==> src/hw/rtl/i2cbb_pkg.sv <==
`timescale 1ns / 1ps

package i2cbb_pkg;

  typedef enum logic [2:0] {
    ACT_TICK      = 3'd0,
    ACT_START     = 3'd1,
    ACT_STOP      = 3'd2,
    ACT_WRITE     = 3'd3,
    ACT_READ_ACK  = 3'd4,
    ACT_READ_NACK = 3'd5,
    ACT_REG_WRITE = 3'd6,
    ACT_REG_READ  = 3'd7
  } action_t;

  typedef enum logic [3:0] {
    PH_IDLE,
    PH_START,
    PH_STOP,
    PH_WDATA,
    PH_WDEVW,
    PH_WREG,
    PH_WDEVR,
    PH_WAIT,
    PH_READ,
    PH_ACK,
    PH_NACK
  } phase_t;

  typedef struct packed {
    action_t     act;
    logic        starts;
    logic [7:0]  dev;
    logic [7:0]  reg_byte;
    logic [7:0]  data;
    logic        sda;
  } req_item_t;

  localparam logic [7:0] ADDR_WR_MASK = 8'hFE;
  localparam logic [7:0] ADDR_RD_BIT  = 8'h01;
  localparam logic [3:0] LAST_BIT     = 4'd7;

  function automatic logic [3:0] plan_len(action_t cmd);
    logic [3:0] n;
    unique case (cmd)
      ACT_TICK:      n = 4'd0;
      ACT_START:     n = 4'd1;
      ACT_STOP:      n = 4'd1;
      ACT_WRITE:     n = 4'd2;
      ACT_READ_ACK:  n = 4'd2;
      ACT_READ_NACK: n = 4'd2;
      ACT_REG_WRITE: n = 4'd8;
      ACT_REG_READ:  n = 4'd11;
    endcase
    return n;
  endfunction

  function automatic phase_t plan_phase(action_t cmd, logic [3:0] idx);
    phase_t ph;
    ph = PH_IDLE;
    unique case (cmd)
      ACT_TICK:  ph = PH_IDLE;
      ACT_START: ph = PH_START;
      ACT_STOP:  ph = PH_STOP;
      ACT_WRITE: ph = (idx == 4'd0) ? PH_WDATA : PH_WAIT;
      ACT_READ_ACK: ph = (idx == 4'd0) ? PH_READ : PH_ACK;
      ACT_READ_NACK: ph = (idx == 4'd0) ? PH_READ : PH_NACK;
      ACT_REG_WRITE: begin
        unique case (idx)
          4'd0:    ph = PH_START;
          4'd1:    ph = PH_WDEVW;
          4'd3:    ph = PH_WREG;
          4'd5:    ph = PH_WDATA;
          4'd7:    ph = PH_STOP;
          default: ph = PH_WAIT;
        endcase
      end
      ACT_REG_READ: begin
        unique case (idx)
          4'd0:    ph = PH_START;
          4'd1:    ph = PH_WDEVW;
          4'd3:    ph = PH_WREG;
          4'd5:    ph = PH_START;
          4'd6:    ph = PH_WDEVR;
          4'd8:    ph = PH_READ;
          4'd9:    ph = PH_NACK;
          4'd10:   ph = PH_STOP;
          default: ph = PH_WAIT;
        endcase
      end
    endcase
    return ph;
  endfunction

  function automatic logic [7:0] load_shift(phase_t ph, logic [7:0] dev,
                                            logic [7:0] reg_byte, logic [7:0] data,
                                            logic [7:0] old);
    logic [7:0] v;
    unique case (ph)
      PH_WDATA: v = data;
      PH_WDEVW: v = dev & ADDR_WR_MASK;
      PH_WREG:  v = reg_byte;
      PH_WDEVR: v = dev | ADDR_RD_BIT;
      PH_READ:  v = 8'h00;
      default:  v = old;
    endcase
    return v;
  endfunction

endpackage

==> src/hw/rtl/i2cbb_if.sv <==
`timescale 1ns / 1ps

interface i2cbb_req_if;
  logic       valid;
  logic       ready;
  logic [2:0] action;
  logic [7:0] device_address;
  logic [7:0] register_address;
  logic [7:0] data_byte;
  logic       sda_in;

  modport source (output valid, action, device_address, register_address, data_byte,
                  sda_in, input ready);
  modport sink (input valid, action, device_address, register_address, data_byte,
                sda_in, output ready);
endinterface

interface i2cbb_res_if;
  logic       valid;
  logic       ready;
  logic       scl;
  logic       sda_out;
  logic       busy_res;
  logic       done_res;
  logic [7:0] read_data;
  logic       nack_seen;

  modport source (output valid, scl, sda_out, busy_res, done_res, read_data, nack_seen,
                  input ready);
  modport sink (input valid, scl, sda_out, busy_res, done_res, read_data, nack_seen,
                output ready);
endinterface

==> src/hw/rtl/i2cbb_front.sv <==
`timescale 1ns / 1ps

module i2cbb_front (
  input  logic                 clk,
  input  logic                 rst,
  i2cbb_req_if.sink            req,
  output i2cbb_pkg::req_item_t q_item,
  output logic                 q_valid,
  input  logic                 pop
);

  i2cbb_pkg::req_item_t entries [2];
  i2cbb_pkg::req_item_t in_item;
  logic [1:0] count;
  logic       wr_ptr;
  logic       rd_ptr;
  logic       push;

  assign req.ready = (count != 2'd2);
  assign push      = req.valid && req.ready;
  assign q_valid   = (count != 2'd0);
  assign q_item    = entries[rd_ptr];

  always_comb begin
    in_item.act      = i2cbb_pkg::action_t'(req.action);
    in_item.starts   = (in_item.act != i2cbb_pkg::ACT_TICK);
    in_item.dev      = req.device_address;
    in_item.reg_byte = req.register_address;
    in_item.data     = req.data_byte;
    in_item.sda      = req.sda_in;
  end

  always_ff @(posedge clk) begin
    if (push) begin
      entries[wr_ptr] <= in_item;
    end
  end

  always_ff @(posedge clk) begin
    if (rst) begin
      count  <= 2'd0;
      wr_ptr <= 1'b0;
      rd_ptr <= 1'b0;
    end else begin
      if (push) begin
        wr_ptr <= ~wr_ptr;
      end
      if (pop) begin
        rd_ptr <= ~rd_ptr;
      end
      if (push && !pop) begin
        count <= count + 2'd1;
      end else if (pop && !push) begin
        count <= count - 2'd1;
      end
    end
  end

endmodule

==> src/hw/rtl/i2cbb_back.sv <==
`timescale 1ns / 1ps

module i2cbb_back (
  input  logic                 clk,
  input  logic                 rst,
  input  i2cbb_pkg::req_item_t q_item,
  input  logic                 q_valid,
  output logic                 pop,
  i2cbb_res_if.source          res
);

  i2cbb_pkg::phase_t  phase, phase_next;
  i2cbb_pkg::action_t cmd, cmd_next;
  logic [3:0] idx, idx_next;
  logic [1:0] slot, slot_next;
  logic [3:0] bit_cnt, bit_cnt_next;
  logic [7:0] shift, shift_next;
  logic [7:0] dev, dev_next;
  logic [7:0] reg_byte, reg_byte_next;
  logic [7:0] data, data_next;
  logic [7:0] rx, rx_next;
  logic       nack, nack_next;
  logic       scl_lvl, scl_lvl_next;
  logic       sda_lvl, sda_lvl_next;
  logic       done_next;
  logic       out_valid;
  logic       out_done;

  assign pop = q_valid && (!out_valid || res.ready);

  always_comb begin
    i2cbb_pkg::phase_t cur;
    logic fin;
    logic rel;
    logic hold;

    cmd_next      = cmd;
    dev_next      = dev;
    reg_byte_next = reg_byte;
    data_next     = data;
    idx_next      = idx;
    slot_next     = slot;
    bit_cnt_next  = bit_cnt;
    shift_next    = shift;
    rx_next       = rx;
    nack_next     = nack;
    scl_lvl_next  = scl_lvl;
    sda_lvl_next  = sda_lvl;
    done_next     = 1'b0;
    fin           = 1'b0;
    rel           = 1'b0;
    hold          = 1'b0;
    cur           = phase;

    if (phase == i2cbb_pkg::PH_IDLE && q_item.starts) begin
      cmd_next      = q_item.act;
      dev_next      = q_item.dev;
      reg_byte_next = q_item.reg_byte;
      data_next     = q_item.data;
      nack_next     = 1'b0;
      idx_next      = 4'd0;
      slot_next     = 2'd0;
      bit_cnt_next  = 4'd0;
      cur           = i2cbb_pkg::plan_phase(q_item.act, 4'd0);
      shift_next    = i2cbb_pkg::load_shift(cur, q_item.dev, q_item.reg_byte,
                                            q_item.data, shift);
    end

    unique case (cur)
      i2cbb_pkg::PH_IDLE: begin
        hold = 1'b1;
      end
      i2cbb_pkg::PH_START: begin
        scl_lvl_next = (slot_next < 2'd2);
        sda_lvl_next = (slot_next == 2'd0);
        fin          = (slot_next >= 2'd2);
      end
      i2cbb_pkg::PH_STOP: begin
        scl_lvl_next = 1'b1;
        sda_lvl_next = (slot_next != 2'd0);
        fin          = (slot_next >= 2'd1);
      end
      i2cbb_pkg::PH_WDATA, i2cbb_pkg::PH_WDEVW, i2cbb_pkg::PH_WREG,
      i2cbb_pkg::PH_WDEVR: begin
        scl_lvl_next = (slot_next == 2'd1);
        sda_lvl_next = shift_next[7];
        if (slot_next >= 2'd2) begin
          if (bit_cnt_next >= i2cbb_pkg::LAST_BIT) begin
            sda_lvl_next = 1'b1;
            fin          = 1'b1;
          end
          shift_next   = {shift_next[6:0], 1'b0};
          bit_cnt_next = bit_cnt_next + 4'd1;
          slot_next    = 2'd0;
          hold         = 1'b1;
        end
      end
      i2cbb_pkg::PH_WAIT: begin
        scl_lvl_next = (slot_next == 2'd1);
        sda_lvl_next = 1'b1;
        if (slot_next == 2'd1 && q_item.sda) begin
          nack_next = 1'b1;
        end
        fin = (slot_next >= 2'd2);
      end
      i2cbb_pkg::PH_READ: begin
        sda_lvl_next = 1'b1;
        if (slot_next == 2'd0) begin
          scl_lvl_next = 1'b1;
          shift_next   = {shift_next[6:0], q_item.sda};
        end else begin
          scl_lvl_next = 1'b0;
          if (bit_cnt_next >= i2cbb_pkg::LAST_BIT) begin
            rx_next = shift_next;
            fin     = 1'b1;
          end else begin
            bit_cnt_next = bit_cnt_next + 4'd1;
            slot_next    = 2'd0;
            hold         = 1'b1;
          end
        end
      end
      i2cbb_pkg::PH_ACK: begin
        scl_lvl_next = (slot_next == 2'd1);
        sda_lvl_next = 1'b0;
        fin          = (slot_next >= 2'd2);
        rel          = fin;
      end
      i2cbb_pkg::PH_NACK: begin
        scl_lvl_next = (slot_next == 2'd1);
        sda_lvl_next = 1'b1;
        fin          = (slot_next >= 2'd2);
      end
      default: begin
        hold = 1'b1;
      end
    endcase

    phase_next = cur;
    if (fin) begin
      if (rel) begin
        sda_lvl_next = 1'b1;
      end
      if ((idx_next + 4'd1) < i2cbb_pkg::plan_len(cmd_next)) begin
        idx_next   = idx_next + 4'd1;
        phase_next = i2cbb_pkg::plan_phase(cmd_next, idx_next);
        shift_next = i2cbb_pkg::load_shift(phase_next, dev_next, reg_byte_next,
                                           data_next, shift_next);
      end else begin
        phase_next = i2cbb_pkg::PH_IDLE;
        idx_next   = 4'd0;
        done_next  = 1'b1;
      end
      slot_next    = 2'd0;
      bit_cnt_next = 4'd0;
    end else if (!hold) begin
      slot_next = slot_next + 2'd1;
    end
  end

  always_ff @(posedge clk) begin
    if (rst) begin
      phase   <= i2cbb_pkg::PH_IDLE;
      idx     <= 4'd0;
      slot    <= 2'd0;
      bit_cnt <= 4'd0;
      scl_lvl <= 1'b1;
      sda_lvl <= 1'b1;
      nack    <= 1'b0;
      rx      <= 8'h00;
      cmd     <= i2cbb_pkg::ACT_TICK;
      shift   <= 8'h00;
    end else if (pop) begin
      phase   <= phase_next;
      idx     <= idx_next;
      slot    <= slot_next;
      bit_cnt <= bit_cnt_next;
      scl_lvl <= scl_lvl_next;
      sda_lvl <= sda_lvl_next;
      nack    <= nack_next;
      rx      <= rx_next;
      cmd     <= cmd_next;
      shift   <= shift_next;
    end
  end

  always_ff @(posedge clk) begin
    if (pop) begin
      dev      <= dev_next;
      reg_byte <= reg_byte_next;
      data     <= data_next;
      out_done <= done_next;
    end
  end

  always_ff @(posedge clk) begin
    if (rst) begin
      out_valid <= 1'b0;
    end else if (pop) begin
      out_valid <= 1'b1;
    end else if (res.ready) begin
      out_valid <= 1'b0;
    end
  end

  // result fields come straight from the updated bus state
  assign res.valid     = out_valid;
  assign res.scl       = scl_lvl;
  assign res.sda_out   = sda_lvl;
  assign res.busy_res  = (phase != i2cbb_pkg::PH_IDLE);
  assign res.done_res  = out_done;
  assign res.read_data = rx;
  assign res.nack_seen = nack;

endmodule

==> src/hw/rtl/i2c_bitbang_master.sv <==
`timescale 1ns / 1ps

// Channel  Role    Payload
// req      sink    action, device_address, register_address, data_byte, sda_in
// res      source  scl, sda_out, busy_res, done_res, read_data, nack_seen
//
// One request per clock sustained while the result is not stalled; one result per request.
// A request passes through the two-entry request queue, then the bus state
// and result register, which advance together on each request taken from the queue.
// rst is synchronous: lines released, sequencer idle, queue empty.
// A stalled result holds the sequencer; the queue keeps taking requests
// until both entries are full.

module i2c_bitbang_master (
  input  logic        clk,
  input  logic        rst,
  i2cbb_req_if.sink   req,
  i2cbb_res_if.source res
);

  i2cbb_pkg::req_item_t q_item;
  logic                 q_valid;
  logic                 pop;

  i2cbb_front u_front (
    .clk     (clk),
    .rst     (rst),
    .req     (req),
    .q_item  (q_item),
    .q_valid (q_valid),
    .pop     (pop)
  );

  i2cbb_back u_back (
    .clk     (clk),
    .rst     (rst),
    .q_item  (q_item),
    .q_valid (q_valid),
    .pop     (pop),
    .res     (res)
  );

  a_pop_has_item: assert property (@(posedge clk) disable iff (rst)
    pop |-> q_valid)
    else $error("pop from empty request queue");

  a_pop_fills_out: assert property (@(posedge clk) disable iff (rst)
    pop |=> res.valid)
    else $error("popped request produced no result");

  a_no_pop_on_stall: assert property (@(posedge clk) disable iff (rst)
    (res.valid && !res.ready) |-> !pop)
    else $error("sequencer advanced while result stalled");

  a_done_not_busy: assert property (@(posedge clk) disable iff (rst)
    res.valid |-> !(res.done_res && res.busy_res))
    else $error("done and busy in the same slot");

endmodule
==> src/flat_wrapper.sv <==
// flat-port wrapper written by rule: the top's interface ports become plain ports
module i2c_bitbang_master_flat 
  (clk, rst, req_valid, req_action, req_device_address, req_register_address, req_data_byte, req_sda_in, req_ready, res_valid, res_scl, res_sda_out, res_busy_res, res_done_res, res_read_data, res_nack_seen, res_ready);
  i2cbb_req_if req_i ();
  i2cbb_res_if res_i ();
  input  logic clk;
  input  logic rst;
  input wire logic [$bits(req_i.valid)-1:0] req_valid;
  input wire logic [$bits(req_i.action)-1:0] req_action;
  input wire logic [$bits(req_i.device_address)-1:0] req_device_address;
  input wire logic [$bits(req_i.register_address)-1:0] req_register_address;
  input wire logic [$bits(req_i.data_byte)-1:0] req_data_byte;
  input wire logic [$bits(req_i.sda_in)-1:0] req_sda_in;
  output wire logic [$bits(req_i.ready)-1:0] req_ready;
  output wire logic [$bits(res_i.valid)-1:0] res_valid;
  output wire logic [$bits(res_i.scl)-1:0] res_scl;
  output wire logic [$bits(res_i.sda_out)-1:0] res_sda_out;
  output wire logic [$bits(res_i.busy_res)-1:0] res_busy_res;
  output wire logic [$bits(res_i.done_res)-1:0] res_done_res;
  output wire logic [$bits(res_i.read_data)-1:0] res_read_data;
  output wire logic [$bits(res_i.nack_seen)-1:0] res_nack_seen;
  input wire logic [$bits(res_i.ready)-1:0] res_ready;
  assign req_i.valid = req_valid;
  assign req_i.action = req_action;
  assign req_i.device_address = req_device_address;
  assign req_i.register_address = req_register_address;
  assign req_i.data_byte = req_data_byte;
  assign req_i.sda_in = req_sda_in;
  assign req_ready = req_i.ready;
  assign res_valid = res_i.valid;
  assign res_scl = res_i.scl;
  assign res_sda_out = res_i.sda_out;
  assign res_busy_res = res_i.busy_res;
  assign res_done_res = res_i.done_res;
  assign res_read_data = res_i.read_data;
  assign res_nack_seen = res_i.nack_seen;
  assign res_i.ready = res_ready;
  i2c_bitbang_master u_core (.clk(clk), .rst(rst), .req(req_i), .res(res_i));
endmodule
==> config.mk <==
export PLATFORM = sky130hd
export DESIGN_NAME = i2c_bitbang_master_flat
export DESIGN_NICKNAME = d
export VERILOG_FILES = /design/src/hw/rtl/i2cbb_pkg.sv /design/src/hw/rtl/i2cbb_if.sv /design/src/hw/rtl/i2cbb_front.sv /design/src/hw/rtl/i2cbb_back.sv /design/src/hw/rtl/i2c_bitbang_master.sv /design/src/flat_wrapper.sv
export SDC_FILE = /design/constraint.sdc
export NUM_CORES = 1
export LEC_CHECK = 0
export ABC_AREA = 1
export BUFFER_PORTS_ARGS = -buffer_cell sky130_fd_sc_hd__buf_2
export CORE_MARGIN = 2
export CORE_UTILIZATION = 35
export DETAILED_ROUTE_END_ITERATION = 12
export PLACE_DENSITY = 0.62
export SYNTH_ARGS = -nofsm -noshare
export SYNTH_HDL_FRONTEND = slang
export SYNTH_SLANG_ARGS = --single-unit
==> constraint.sdc <==
create_clock -name clk -period 4.7 [get_ports clk]
set_clock_uncertainty 0.05 [all_clocks]
set_input_delay 0.94 -clock clk [delete_from_list [all_inputs] [get_ports clk]]
set_output_delay 0.94 -clock clk [all_outputs]
set_load 0.01 [all_outputs]
==> qor.txt <==
Longest Clk Path Bufs -> 2
Via Count -> 5,149
Final period util -> 0.826
Post-Route WL -> 14,600 µm
Pwr Total -> 5.80 mW
placed cell count -> 1,040
# IOs -> 47
Post-synth EDFFs -> 80
worst slew pin tran -> 0.617 ns
Worst setup EP type -> register
die width -> 142 µm
maximum clock rate -> 0.257 GHz
clk sinks -> 122
layout cell share with drive strength beyond 1 -> 0.212
Root Buffer -> clkbuf_16
Mapped Area -> 6700 µm²
Die ar. -> 20,300 µm²
hold buffers post-CTS -> 0
Die H -> 142 µm
GR Overflow Total -> 0
P_leak -> 3.31 nW
CTS tree -> built
H-tree levels -> 4
Port Buffers -> 45
area growth from synthesis to layout -> 15.4%
GRT Total Usage -> 0.153
CP Capture Point -> u_core.u_back.shift[3]
FF+latch area -> 3240 µm²
kind of critical path -> reg -> reg
worst endpoint data arrival time -> 4.10 ns
YS warnings -> 0
MaxCap Viol Count -> 0
post-CTS sizing -> 0
most frequent cells in the layout -> 192 x nand2_1, 80 x nor2_1, 80 x edfxtp_1
DP HPWL -> 10,100 µm
synthesized flop and latch total -> 122
setup tns final -> 0 ns
largest net degree at the start of global routing -> 43
ANT cells -> 0
critical path required time -> 4.92 ns
unrepaired setup endpoints after global routing -> false
Starting DRT DRC Count -> 303
Core Rows -> 50
Initial Util -> 0.357
top_reg_cell synth -> edfxtp_1
postcts setup bufs -> 0
DRT antenna net count -> 0
GP Congestion -> 0.872
HP Class -> reg -> reg
vias per cell -> 4.81
Non-Filler Instances -> 1,070
Final nets -> 870
Worst-Skew Late Latency -> 0.41 ns
Mapped Nets -> 823
core area -> 18,800 µm²
R2R Path End -> u_core.u_back.shift[3]
Reg2Reg Depth -> 25
most common cell after layout, fill and taps aside -> nand2_1
Finished Core Util -> 0.412
Critical Path Fanout Max -> 37
post-synthesis sequential area ratio -> 0.484
Slew HR -> 0.589
first-pass GRT wire length -> 24,200 µm
worst reg2reg path startpoint -> u_core.u_back.phase[2]
Worst IR Drop VDD -> 0.278 mV
number of global-route vias before repair -> 5,012
CTS Buf Count -> 17
number of library cell types mapped by synthesis -> 49
Slew Viols, Final -> 0
cell area power density -> 750 nW/µm²
synthesized netlist cell count -> 778
Setup violations, final -> 0
outcome -> complete, no violations
filler cell count in the final layout -> 1,882
wire length per cell -> 13.7 µm
initial antenna violation count -> 0
DR pass1 iterations -> 5
Tmin final -> 3.88 ns
Setup crit start kind -> register
DRC viols -> 0
area of the multi-input gates -> 3000 µm²
Clk pin slew, worst setup/hold paths -> 0.05 ns
Fin. Hold Viols -> 0
Avg Cell Area, Syn -> 8.61 µm²
Critical Path Start -> u_core.u_back.phase[2]
setup slack, reg-to-reg -> 0.82 ns
fraction of registers with async set or reset after synthesis -> 0
-- cells by family (layout without fill, tap and decap cells) --
family,count (synthesis),in the layout,share of synthesized area
adder cells (fa/ha/maj),13,13,0.0243
AND/OR/NAND/NOR,411,411,0.311
XOR/XNOR,1,1,0.00131
AO/OA/AOI/OAI,119,119,0.109
flip-flops,122,122,0.484
buffers and inverters,112,170,0.0711
-- area by class of cell --
type,instances,area share
Sequential cell,122,0.420
Multi-Input combinational cell,544,0.388
Clock buffer,17,0.0550
Inverter,88,0.0440
Tap cell,234,0.0379
Timing Repair Buffer,52,0.0359
Clock inverter,13,0.0199
-- worst max-delay path, stage by stage (launching register included) --
cell	delay, ns
dfxtp_1	0.34
inv_2	0.10
nand2_4	0.07
nor2_8	0.18
nand2_8	0.20
inv_4	0.10
buf_4	0.40
nor2_1	0.12
ha_1	0.49
inv_1	0.16
nand2_1	0.09
nand2_1	0.07
inv_1	0.05
nand3_1	0.07
inv_1	0.06
nand2_1	0.04
nand2_1	0.08
inv_1	0.04
nor2_1	0.24
nor2_4	0.12
nand2_8	0.10
nand4_4	0.17
nand2_4	0.15
nand2_1	0.07
nand3_1	0.07
a21oi_1	0.07
-- flip-flops by register name, summed over array words and instances (netlist names), 7 cells and up, named ones only --
signal                       count
u_core.u_back.data               8
u_core.u_back.dev                7
u_core.u_back.reg_byte           8
u_core.u_back.res.read_data      8
u_core.u_back.shift              8
u_core.u_front.entries          56
-- through the flow --
stage / hold WS [ns] / area, µm² / worst slack [ns]
after detailed placement: 0.390 / 7150 / 0.838
after global routing: 0.427 / 7730 / 0.419
after global placement: 0.382 / 7150 / 0.843
final: 0.400 / 7730 / 0.816
after CTS: 0.398 / 7730 / 0.815
after floorplan: 0.375 / 6700 / 1.47
-- cells in the mapped netlist (all sizes together) (14+ instances only) --
library cell | instances | area (µm²)
nand3 | 59 | 370
a21oi | 34 | 181
inv | 88 | 340
a31oi | 14 | 103
nand2 | 223 | 1020
nor2 | 97 | 465
edfxtp | 80 | 2400
o21ai | 58 | 324
dfxtp | 42 | 841
-- per-layer routing --
| metal | part of all wire | vias up | routed length, µm | global-route usage |
|---|---|---|---|---|
| met3 | 0.036 | 26 | 528 | 0.0350 |
| met4 | 0.022 | 0 | 319 | 0.0610 |
| met1 | 0.47 | 2334 | 6800 | 0.185 |
| li1 | - | 2679 | - | - |
| met2 | 0.48 | 110 | 6970 | 0.264 |
| met5 | 0 | - | 0 | 0 |
-- worst min path at each step --
stage,start,to,slack [ns],cells past startpoint
after detailed placement,u_core.u_front.rd_ptr,register,0.39,1
after global routing,u_core.u_front.rd_ptr,register,0.43,1
after floorplan,u_core.u_front.rd_ptr,register,0.38,1
final,u_core.u_front.rd_ptr,register,0.40,1
after CTS,u_core.u_front.rd_ptr,register,0.40,1
after global placement,u_core.u_front.rd_ptr,register,0.38,1
-- power breakdown --
group / switching (mW) / total [mW] / leakage [nW] / internal, mW
combinational: 2.06 / 2.94 / 1.95 / 0.874
sequential: 0.0814 / 1.58 / 1.09 / 1.49
clock: 0.462 / 1.28 / 0.277 / 0.821
Note: power is estimated with default switching activity, not from simulation.
